$ cat config.mk
export PLATFORM = sky130hd
export DESIGN_NAME = star_record_window_filter_unit
export DESIGN_NICKNAME = d
export VERILOG_FILES = /design/src/srwf_pkg.sv /design/src/srwf_cfg_regs.sv /design/src/srwf_coord_check.sv /design/src/srwf_mag_split.sv /design/src/star_record_window_filter_unit.sv
export SDC_FILE = /design/constraint.sdc
export NUM_CORES = 2
export LEC_CHECK = 0
export BUFFER_PORTS_ARGS = -buffer_cell sky130_fd_sc_hd__buf_2
export CORE_ASPECT_RATIO = 1.4
export CORE_MARGIN = 5
export CORE_UTILIZATION = 65
export CTS_CLUSTER_DIAMETER = 60
export DETAILED_ROUTE_END_ITERATION = 16
export HOLD_SLACK_MARGIN = 0.1
export PLACE_DENSITY = 0.88
export SYNTH_ARGS = -nofsm -noshare
export SYNTH_HDL_FRONTEND = slang
export SYNTH_HIERARCHICAL = 1
export SYNTH_SLANG_ARGS = --single-unit
$ cat constraint.sdc
create_clock -name clk -period 17.91 [get_ports clk]
set_input_delay 0 -clock clk [delete_from_list [all_inputs] [get_ports clk]]
set_output_delay 0 -clock clk [all_outputs]
set_load 0.05 [all_outputs]
$ cat src/srwf_pkg.sv
// Shared types and constants for the star record window filter.
`default_nettype none

package srwf_pkg;

  // Field widths.
  localparam int unsigned WORD_W   = 32;
  localparam int unsigned RA_W     = 27;
  localparam int unsigned POLAR_W  = 26;
  localparam int unsigned INDEX_W  = 26;
  localparam int unsigned ZONE_W   = 11;
  localparam int unsigned MAG_W    = 10;
  localparam int unsigned QFLAG_W  = 4;
  localparam int unsigned CFG_W    = 27;
  localparam int unsigned CFG_IDX_W = 3;
  localparam int unsigned S_DATA_W = 128;
  localparam int unsigned M_DATA_W = 128;

  // Widths of the quotients of the absolute magnitude by 1000 and 1000000.
  localparam int unsigned Q1_W = 22;  // |mag| / 1000, at most 2147483
  localparam int unsigned Q2_W = 12;  // |mag| / 1000000, at most 2147

  // Decimal constants.
  localparam logic [MAG_W-1:0] MAG_NO_RED  = 10'd999;
  localparam logic [11:0]      THOUSAND    = 12'd1000;
  localparam logic [11:0]      TWO_THOUSAND = 12'd2000;

  // Reciprocals of 1000: floor(x * RECIP / 2^SHIFT) equals x / 1000 over the
  // value range each one is used on.
  localparam logic [31:0] RECIP_A     = 32'd2199023256;  // ceil(2^41 / 1000)
  localparam int unsigned RECIP_A_SH  = 41;
  localparam logic [22:0] RECIP_B     = 23'd4294968;     // ceil(2^32 / 1000)
  localparam int unsigned RECIP_B_SH  = 32;

  // Reset values of the configuration registers.
  localparam logic [RA_W-1:0]    RA_HIGH_RST    = 27'd129600000;
  localparam logic [POLAR_W-1:0] POLAR_HIGH_RST = 26'd64800000;
  localparam logic [MAG_W-1:0]   RED_HIGH_RST   = 10'd999;

  // Configuration register indexes.
  typedef enum logic [CFG_IDX_W-1:0] {
    REG_RA_LOW       = 3'd0,
    REG_RA_HIGH      = 3'd1,
    REG_RA_WRAPS     = 3'd2,
    REG_POLAR_LOW    = 3'd3,
    REG_POLAR_HIGH   = 3'd4,
    REG_RED_MAG_LOW  = 3'd5,
    REG_RED_MAG_HIGH = 3'd6,
    REG_ZONE_CODE    = 3'd7
  } reg_idx_t;

  // Current configuration.
  typedef struct packed {
    logic [RA_W-1:0]    ra_low;
    logic [RA_W-1:0]    ra_high;
    logic               ra_wraps;
    logic [POLAR_W-1:0] polar_low;
    logic [POLAR_W-1:0] polar_high;
    logic [MAG_W-1:0]   red_mag_low;
    logic [MAG_W-1:0]   red_mag_high;
    logic [ZONE_W-1:0]  zone_code;
  } cfg_t;

  // Record after byte swap and coordinate window test.
  typedef struct packed {
    logic               keep;
    logic [INDEX_W-1:0] index;
    logic [RA_W-1:0]    ra;
    logic [POLAR_W-1:0] polar;
    logic               neg;
    logic [WORD_W-1:0]  abs_mag;
  } coord_t;

  // Fields carried unchanged down the digit pipeline.
  typedef struct packed {
    logic [INDEX_W-1:0] index;
    logic [RA_W-1:0]    ra;
    logic [POLAR_W-1:0] polar;
    logic               neg;
  } carry_t;

  // Decimal digits of the magnitude word, with the carried fields.
  typedef struct packed {
    carry_t             carry;
    logic [QFLAG_W-1:0] qflag;
    logic [MAG_W-1:0]   fff;
    logic [MAG_W-1:0]   bbb;
    logic [MAG_W-1:0]   rrr;
  } digits_t;

endpackage

`default_nettype wire

$ cat src/srwf_cfg_regs.sv
// Configuration registers of the star record window filter.
`default_nettype none

module srwf_cfg_regs
  import srwf_pkg::*;
(
  input  wire logic                 clk,
  input  wire logic                 rst,
  input  wire logic                 cfg_we,
  input  wire logic [CFG_IDX_W-1:0] cfg_index,
  input  wire logic [CFG_W-1:0]     cfg_data,
  output cfg_t                      cfg
);

  cfg_t cfg_next;

  // Decode a write into the addressed register.
  always_comb begin
    cfg_next = cfg;
    if (cfg_we) begin
      case (reg_idx_t'(cfg_index))
        REG_RA_LOW:       cfg_next.ra_low       = cfg_data[RA_W-1:0];
        REG_RA_HIGH:      cfg_next.ra_high      = cfg_data[RA_W-1:0];
        REG_RA_WRAPS:     cfg_next.ra_wraps     = cfg_data[0];
        REG_POLAR_LOW:    cfg_next.polar_low    = cfg_data[POLAR_W-1:0];
        REG_POLAR_HIGH:   cfg_next.polar_high   = cfg_data[POLAR_W-1:0];
        REG_RED_MAG_LOW:  cfg_next.red_mag_low  = cfg_data[MAG_W-1:0];
        REG_RED_MAG_HIGH: cfg_next.red_mag_high = cfg_data[MAG_W-1:0];
        REG_ZONE_CODE:    cfg_next.zone_code    = cfg_data[ZONE_W-1:0];
        default:          cfg_next = cfg;
      endcase
    end
  end

  // Register file with reset values.
  always_ff @(posedge clk) begin
    if (rst) begin
      cfg.ra_low       <= '0;
      cfg.ra_high      <= RA_HIGH_RST;
      cfg.ra_wraps     <= 1'b0;
      cfg.polar_low    <= '0;
      cfg.polar_high   <= POLAR_HIGH_RST;
      cfg.red_mag_low  <= '0;
      cfg.red_mag_high <= RED_HIGH_RST;
      cfg.zone_code    <= '0;
    end else begin
      cfg <= cfg_next;
    end
  end

endmodule

`default_nettype wire

$ cat src/srwf_coord_check.sv
// Byte swap of the record words, coordinate window test and magnitude abs.
`default_nettype none

module srwf_coord_check
  import srwf_pkg::*;
(
  input  wire logic [WORD_W-1:0]  ra_word,
  input  wire logic [WORD_W-1:0]  polar_word,
  input  wire logic [WORD_W-1:0]  mag_word,
  input  wire logic [INDEX_W-1:0] record_index,
  input  wire cfg_t               cfg,
  output coord_t                  coord
);

  logic [WORD_W-1:0] ra;
  logic [WORD_W-1:0] polar;
  logic [WORD_W-1:0] mag;
  logic              ra_ge_low;
  logic              ra_le_high;
  logic              ra_ok;
  logic              polar_ok;

  // Big-endian words to native order.
  assign ra    = {ra_word[7:0], ra_word[15:8], ra_word[23:16], ra_word[31:24]};
  assign polar = {polar_word[7:0], polar_word[15:8], polar_word[23:16],
                  polar_word[31:24]};
  assign mag   = {mag_word[7:0], mag_word[15:8], mag_word[23:16], mag_word[31:24]};

  // Signed compares against unsigned bounds: a negative value is below any
  // low bound and below any high bound.
  assign ra_ge_low  = !ra[31] && (ra[30:0] >= 31'(cfg.ra_low));
  assign ra_le_high = ra[31] || (ra[30:0] <= 31'(cfg.ra_high));
  assign ra_ok      = cfg.ra_wraps ? (ra_ge_low || ra_le_high)
                                   : (ra_ge_low && ra_le_high);
  assign polar_ok   = !polar[31] && (polar[30:0] >= 31'(cfg.polar_low))
                                 && (polar[30:0] <= 31'(cfg.polar_high));

  // Result fields; the most negative magnitude gives 2^31 exactly.
  always_comb begin
    coord.keep    = ra_ok && polar_ok;
    coord.index   = record_index;
    coord.ra      = ra[RA_W-1:0];
    coord.polar   = polar[POLAR_W-1:0];
    coord.neg     = mag[31];
    coord.abs_mag = mag[31] ? (~mag + 32'd1) : mag;
  end

endmodule

`default_nettype wire

$ cat src/srwf_mag_split.sv
// Four-stage pipeline that splits the absolute magnitude into decimal digits.
`default_nettype none

module srwf_mag_split
  import srwf_pkg::*;
(
  input  wire logic   clk,
  input  wire logic   rst,
  input  wire logic   in_valid,
  output logic        in_ready,
  input  wire coord_t in_data,
  output logic        out_valid,
  input  wire logic   out_ready,
  output digits_t     out_data
);

  // Stage registers.
  logic              v1, v2, v3, v4;
  logic              r1, r2, r3, r4;
  carry_t            c1, c2, c3;
  logic [WORD_W-1:0] a1, a2;
  logic [Q1_W-1:0]   q1_2, q1_3;
  logic [Q2_W-1:0]   q2_3;
  logic [MAG_W-1:0]  rrr_3;
  digits_t           d4;

  // Stage datapath values.
  logic [63:0]       prod_a;
  logic [Q1_W-1:0]   q1_calc;
  logic [44:0]       prod_b;
  logic [Q2_W-1:0]   q2_calc;
  logic [WORD_W-1:0] rrr_wide;
  logic [Q1_W-1:0]   bbb_wide;
  logic [1:0]        q_digit;
  logic [Q2_W-1:0]   q_times;
  logic [Q2_W-1:0]   fff_wide;

  // A stage takes a new request when it is empty or its content moves on.
  assign r4        = !v4 || out_ready;
  assign r3        = !v3 || r4;
  assign r2        = !v2 || r3;
  assign r1        = !v1 || r2;
  assign in_ready  = r1;
  assign out_valid = v4;
  assign out_data  = d4;

  // Stage 2 math: |mag| / 1000 by reciprocal multiply.
  assign prod_a  = 64'(a1) * 64'(RECIP_A);
  assign q1_calc = prod_a[RECIP_A_SH +: Q1_W];

  // Stage 3 math: low digits and |mag| / 1000000.
  assign rrr_wide = a2 - (32'(q1_2) * 32'(THOUSAND));
  assign prod_b   = 45'(q1_2) * 45'(RECIP_B);
  assign q2_calc  = prod_b[RECIP_B_SH +: Q2_W];

  // Stage 4 math: middle digits, plate field and quality digit.
  assign bbb_wide = q1_3 - (22'(q2_3) * 22'(THOUSAND));
  always_comb begin
    if (q2_3 >= TWO_THOUSAND) begin
      q_digit = 2'd2;
      q_times = TWO_THOUSAND;
    end else if (q2_3 >= THOUSAND) begin
      q_digit = 2'd1;
      q_times = THOUSAND;
    end else begin
      q_digit = 2'd0;
      q_times = '0;
    end
  end
  assign fff_wide = q2_3 - q_times;

  // Valid bits.
  always_ff @(posedge clk) begin
    if (rst) begin
      v1 <= 1'b0;
      v2 <= 1'b0;
      v3 <= 1'b0;
      v4 <= 1'b0;
    end else begin
      if (r1) v1 <= in_valid;
      if (r2) v2 <= v1;
      if (r3) v3 <= v2;
      if (r4) v4 <= v3;
    end
  end

  // Payload registers.
  always_ff @(posedge clk) begin
    if (r1) begin
      c1 <= '{index: in_data.index, ra: in_data.ra, polar: in_data.polar,
              neg: in_data.neg};
      a1 <= in_data.abs_mag;
    end
    if (r2) begin
      c2   <= c1;
      a2   <= a1;
      q1_2 <= q1_calc;
    end
    if (r3) begin
      c3    <= c2;
      q1_3  <= q1_2;
      q2_3  <= q2_calc;
      rrr_3 <= rrr_wide[MAG_W-1:0];
    end
    if (r4) begin
      d4.carry <= c3;
      d4.qflag <= QFLAG_W'(q_digit);
      d4.fff   <= fff_wide[MAG_W-1:0];
      d4.bbb   <= bbb_wide[MAG_W-1:0];
      d4.rrr   <= rrr_3;
    end
  end

  // The reciprocal products must leave every digit group below 1000.
  a_low_digits: assert property (@(posedge clk) disable iff (rst)
    v3 |-> (rrr_wide < 32'(THOUSAND)))
    else $error("low digit group out of range");

  a_digits: assert property (@(posedge clk) disable iff (rst)
    v4 |-> (d4.fff <= MAG_NO_RED) && (d4.bbb <= MAG_NO_RED)
           && (d4.rrr <= MAG_NO_RED) && (d4.qflag <= 4'd2))
    else $error("decimal digit group out of range");

  a_hold: assert property (@(posedge clk) disable iff (rst)
    v4 && !out_ready |=> v4 && $stable(d4))
    else $error("digit stage lost a stalled request");

endmodule

`default_nettype wire

$ cat src/star_record_window_filter_unit.sv
// Top level of the star record window filter.
//
// Records enter on the s_ stream: one request per catalog star, holding the
// three big-endian record words and the record index. Each record is byte
// swapped and tested against the RA, polar distance and red magnitude
// windows; a kept record leaves as one request on the m_ stream, a rejected
// one leaves nothing. The window registers are written through the cfg_
// port and should change only while no record is in flight.
//
// The datapath is six register stages deep: input register, four digit
// split stages and the output register. One record is taken every cycle
// while the receiver does not stall, since every stage hands its request
// on in each cycle that the next one is free.
//
// Reset restores the window registers to their reset values and empties
// every stage. When the receiver stalls, the output register holds its
// request and the stages behind it keep filling, so s_tready stays high
// until every stage holds a request.
`default_nettype none

module star_record_window_filter_unit
  import srwf_pkg::*;
(
  input  wire logic                 clk,
  input  wire logic                 rst,
  // Input stream.
  input  wire logic                 s_tvalid,
  output logic                      s_tready,
  // From bit 0: ra_word[31:0], polar_word[31:0], mag_word[31:0],
  // record_index[25:0], zero fill.
  input  wire logic [S_DATA_W-1:0]  s_tdata,
  // Output stream.
  output logic                      m_tvalid,
  input  wire logic                 m_tready,
  // From bit 0: zone_out[10:0], index_out[25:0], ra_cas[26:0],
  // polar_cas[25:0], act_sign, quality_flag[3:0], plate_field[9:0],
  // blue_mag[9:0], red_mag[9:0], zero fill.
  output logic [M_DATA_W-1:0]       m_tdata,
  // Configuration write port.
  input  wire logic                 cfg_we,
  input  wire logic [CFG_IDX_W-1:0] cfg_index,
  input  wire logic [CFG_W-1:0]     cfg_data
);

  cfg_t              cfg;
  logic              in_valid;
  logic              in_ready;
  logic [WORD_W-1:0] ra_word;
  logic [WORD_W-1:0] polar_word;
  logic [WORD_W-1:0] mag_word;
  logic [INDEX_W-1:0] record_index;
  coord_t            coord;
  logic              split_in_valid;
  logic              split_in_ready;
  logic              split_valid;
  logic              split_ready;
  digits_t           digits;
  logic [MAG_W-1:0]  red_sel;
  logic [MAG_W-1:0]  blue_sel;
  logic              mag_ok;
  logic              out_valid;
  logic [M_DATA_W-1:0] out_data;

  srwf_cfg_regs u_cfg_regs (
    .clk       (clk),
    .rst       (rst),
    .cfg_we    (cfg_we),
    .cfg_index (cfg_index),
    .cfg_data  (cfg_data),
    .cfg       (cfg)
  );

  // Input register.
  assign in_ready = !in_valid || split_in_ready;
  assign s_tready = in_ready;

  always_ff @(posedge clk) begin
    if (rst) begin
      in_valid <= 1'b0;
    end else if (in_ready) begin
      in_valid <= s_tvalid;
    end
  end

  always_ff @(posedge clk) begin
    if (in_ready) begin
      ra_word      <= s_tdata[31:0];
      polar_word   <= s_tdata[63:32];
      mag_word     <= s_tdata[95:64];
      record_index <= s_tdata[121:96];
    end
  end

  srwf_coord_check u_coord_check (
    .ra_word      (ra_word),
    .polar_word   (polar_word),
    .mag_word     (mag_word),
    .record_index (record_index),
    .cfg          (cfg),
    .coord        (coord)
  );

  // Records outside the coordinate windows are dropped here.
  assign split_in_valid = in_valid && coord.keep;

  srwf_mag_split u_mag_split (
    .clk       (clk),
    .rst       (rst),
    .in_valid  (split_in_valid),
    .in_ready  (split_in_ready),
    .in_data   (coord),
    .out_valid (split_valid),
    .out_ready (split_ready),
    .out_data  (digits)
  );

  // Magnitude fallback rules and red magnitude window.
  assign red_sel  = (digits.rrr == MAG_NO_RED) ? digits.bbb : digits.rrr;
  assign blue_sel = ((digits.bbb == '0) && (digits.fff == '0)) ? digits.rrr
                                                              : digits.bbb;
  assign mag_ok   = (red_sel >= cfg.red_mag_low) && (red_sel <= cfg.red_mag_high);

  // Output register.
  assign split_ready = !out_valid || m_tready;

  always_ff @(posedge clk) begin
    if (rst) begin
      out_valid <= 1'b0;
    end else if (split_ready) begin
      out_valid <= split_valid && mag_ok;
    end
  end

  always_ff @(posedge clk) begin
    if (split_ready) begin
      out_data <= {3'b000, red_sel, blue_sel, digits.fff, digits.qflag,
                   digits.carry.neg, digits.carry.polar, digits.carry.ra,
                   digits.carry.index, cfg.zone_code};
    end
  end

  assign m_tvalid = out_valid;
  assign m_tdata  = out_data;

  // Every stage is empty right after reset.
  a_reset_empty: assert property (@(posedge clk)
    rst |=> !m_tvalid && !in_valid)
    else $error("output not empty after reset");

  // A stalled result must not be replaced or dropped.
  a_out_hold: assert property (@(posedge clk) disable iff (rst)
    out_valid && !m_tready |=> out_valid && $stable(out_data))
    else $error("stalled result changed");

  // The input side only stalls when the input register cannot drain.
  a_ready_stall: assert property (@(posedge clk) disable iff (rst)
    !s_tready |-> in_valid && !split_in_ready)
    else $error("input stalled without a full pipeline");

endmodule

`default_nettype wire

==> impl_metrics.ini <==
[outcome]
outcome = completed

[floorplan]
ios = 293
core_area_um2 = 80030
row_count = 123
die_h_um = 345.6
die_w_um = 249.7
initial_core_util_pct = 65.34
dieArea_um2 = 86290

[sta]
drv_slew = 0
hold_ws_ps = 129.1
hold_violations = 0
period_minus_slack_ps = 7861
setup_viol = 0
layout_worst_path_cycle_share_pct = 43.89
finalSetupTns_ps = 0
relSlewSlack_pct = 15.71
final.setup_skew_ps = 70.24
fmax_ghz = 0.1272
worstMarginPinSlew_ps = 1264
rsz0062_at_grt = false

[placement]
place.gp.congestion = 0.9373
dp_hpwl_um = 89560
io_buffers = 283

[synth]
synthFlopType = edfxtp_1
synth-seq-cells = 839
synth_cells = 4013
syn-cell-area_um2 = 52290
synthDistinctLibCells = 91
ys_warn_count = 6
synth_edf_count = 695
syn_avg_cell_area_um2 = 13.03
ys_seq_area_share_pct = 45.43
synthArstFlopShare_pct = 0

[setup_path]
startpoint_type = flip-flop
path_max_fanout = 10
reg2reg_to = u_mag_split/q1_2[20]$_DFFE_PP_
max_stage_delay_ps = 870
crit_chain = ha_1 -> fa_1 -> fa_1 -> inv_1 -> fa_1 -> inv_1 -> fa_1 -> fa_1 -> fa_1 -> inv_1 -> fa_1 -> inv_1 -> ha_1 -> a21oi_1 -> o211ai_1 -> a221oi_1 -> o221ai_2 -> a221oi_4 -> a31oi_4 -> o211ai_2 -> a31oi_1 -> xor2_1
reg2reg_slack_ps = 10050
required_ps = 18280
end_kind = flip-flop
cp_slowest_cell = edfxtp_1
critical-path-top-delay-family = adder cells
criticalPathCategory = reg -> reg
reg2reg_from = u_mag_split/a1[19]$_DFFE_PP_
worst-r2r-cell-count = 22
critPathMostFrequentCell = fa_1
cp.arrival_ps = 8230
cp_num_buf_inv = 4

[global_routing]
grt_usage_pct = 32.86
grt_max_degree = 112
grt_pass1_wl_um = 216600
grt_pass1_vias = 37230
gr-total-overflow = 0
antenna_found_initial = 7

[drt]
drt_iter0_markers = 3439
avgViaCountPerCell = 5.964
post_drt_wl_per_cell_um = 25.04
via_count = 33780
drc = 0
wirelength_um = 141800
drt_first_pass_iters = 9
ant_nets = 0

[clock_network]
clk_latency_ps = 690
cts-buffers-inserted = 80
post_cts_buffers = 0
cts_tree = yes
root_buffer = clkbuf_16
clk_path_buf_depth = 3
clkTransAtPathRegs_ps = 60
cts.sinks = 839
htreeDepth = 3

[min_path]
min_path_type = in -> reg
hold_path.startpoint = s_tdata[65]
holdPathStages = 2
holdPathEnd = mag_word[1]$_DFFE_PP_

[finish]
area_growth_pct = 14.20
fin_util_pct = 74.61
nets = 5837
n_fill_cell = 4580
drive_gt1_share_pct = 10.11

[run]
drv_cap = 0
-- how the worst max path moves through the flow --
stage | from | endpoint | slack (ps) | cells after the start
floorplan | m_tvalid$_SDFFE_PP0P_ | mag_word[0]$_DFFE_PP_ | 7680 | 6
global placement | u_mag_split/a1[18]$_DFFE_PP_ | u_mag_split/q1_2[20]$_DFFE_PP_ | 10310 | 22
detailed placement | u_mag_split/a1[18]$_DFFE_PP_ | u_mag_split/q1_2[20]$_DFFE_PP_ | 10220 | 22
CTS | u_mag_split/a1[18]$_DFFE_PP_ | u_mag_split/q1_2[20]$_DFFE_PP_ | 10190 | 22
finish | u_mag_split/a1[19]$_DFFE_PP_ | u_mag_split/q1_2[20]$_DFFE_PP_ | 10050 | 22
global route | u_mag_split/a1[11]$_DFFE_PP_ | u_mag_split/q1_2[13]$_DFFE_PP_ | 9900 | 22
-- layout by cell type, fill, tap and decap left out, types with 85 or more instances in the layout --
cell type,synthesis,routed
fa_1,404,404
inv_1,875,872
nand2b_1,147,146
edfxtp_1,695,695
dlygate4sd3_1,0,268
nor2_1,102,102
mux2i_1,138,138
a21oi_1,85,85
dfxtp_1,144,144
buf_2,20,282
ha_1,737,737
-- cell usage after synthesis (all sizes together), types with 57 or more instances --
library cell	instances	area share (%)
a21oi	87	0.85
buf	113	1.6
fa	404	15
ha	737	18
nor2	103	0.74
nand2	57	0.41
xnor2	67	1.1
dfxtp	144	5.5
nand2b	148	1.8
edfxtp	695	40
inv	875	6.3
mux2i	139	2.7
-- what timing repair did --
item	4_1_cts	5_1_grt
gates resized for setup	0	0
endpoints found under the hold margin	256	0
endpoints found under the setup margin	0	0
hold buffers	268	0
-- layer usage --
metal	vias up	global-route usage, %	part of all wire (%)
met5	-	0	0.028
met2	2180	58.77	51
met3	753	6.018	8.3
met1	16360	35.50	31
li1	14490	-	-
met4	6	21.61	8.8
-- state kept, by name, summed over array words and instances, names as in the netlist, 32 cells and up --
register and cells:
u_mag_split/a1 32, mag_word 32, u_cfg_regs/cfg 138, ra_word 32
u_mag_split/c3 80, u_mag_split/out_data 112, u_mag_split/c1 80, polar_word 32
u_mag_split/c2 80, m_tdata 125
-- kinds of logic (layout without fill, tap and decap cells) --
family                     after synthesis  in the layout  synth area share (%)
muxes                                  140            140                 2.690
AOI/OAI and AO/OA                      315            315                 4.121
adders and majority gates             1142           1142                 33.12
DFF                                    839            839                 45.43
xor gates and xnor gates                92             92                 1.541
and+or+nand+nor                        475            475                 5.092
buffers and inverters                 1008           1592                 7.990
other                                    2              8               0.01436
-- area by class of cell --
type	count	area (um2)	area share, %
Tap cell	1062	1329	2.225
Inverter	875	3292	5.513
Multi-Input combinational cell	2169	24400	40.87
Clock buffer	97	2066	3.460
Antenna cell	3	7.507	0.01257
Sequential cell	839	23750	39.78
Timing Repair Buffer	568	4229	7.083
Clock inverter	52	629.4	1.054
-- worst register-to-register path: cells and delay by family, from the launching register on --
family	cells	cell delay [ps]
XOR/XNOR	1	150
buffers and inverters	4	220
AO/OA/AOI/OAI	8	2040
adder cells (fa/ha/maj)	9	4320
flip-flops	1	870
-- metrics by stage --
stage / cell area (um2) / setup slack, ps / instances
after detailed placement: 54320 / 10220 / 5245
after global placement: 54320 / 10310 / 5245
after CTS: 59700 / 10190 / 5662
final: 59710 / 10050 / 5665
after global routing: 59710 / 9898 / 5664
after floorplan: 52300 / 7679 / 4016
Power is not shown: default switching activity piles up to over one toggle a cycle in this logic, so the estimate is an artifact.
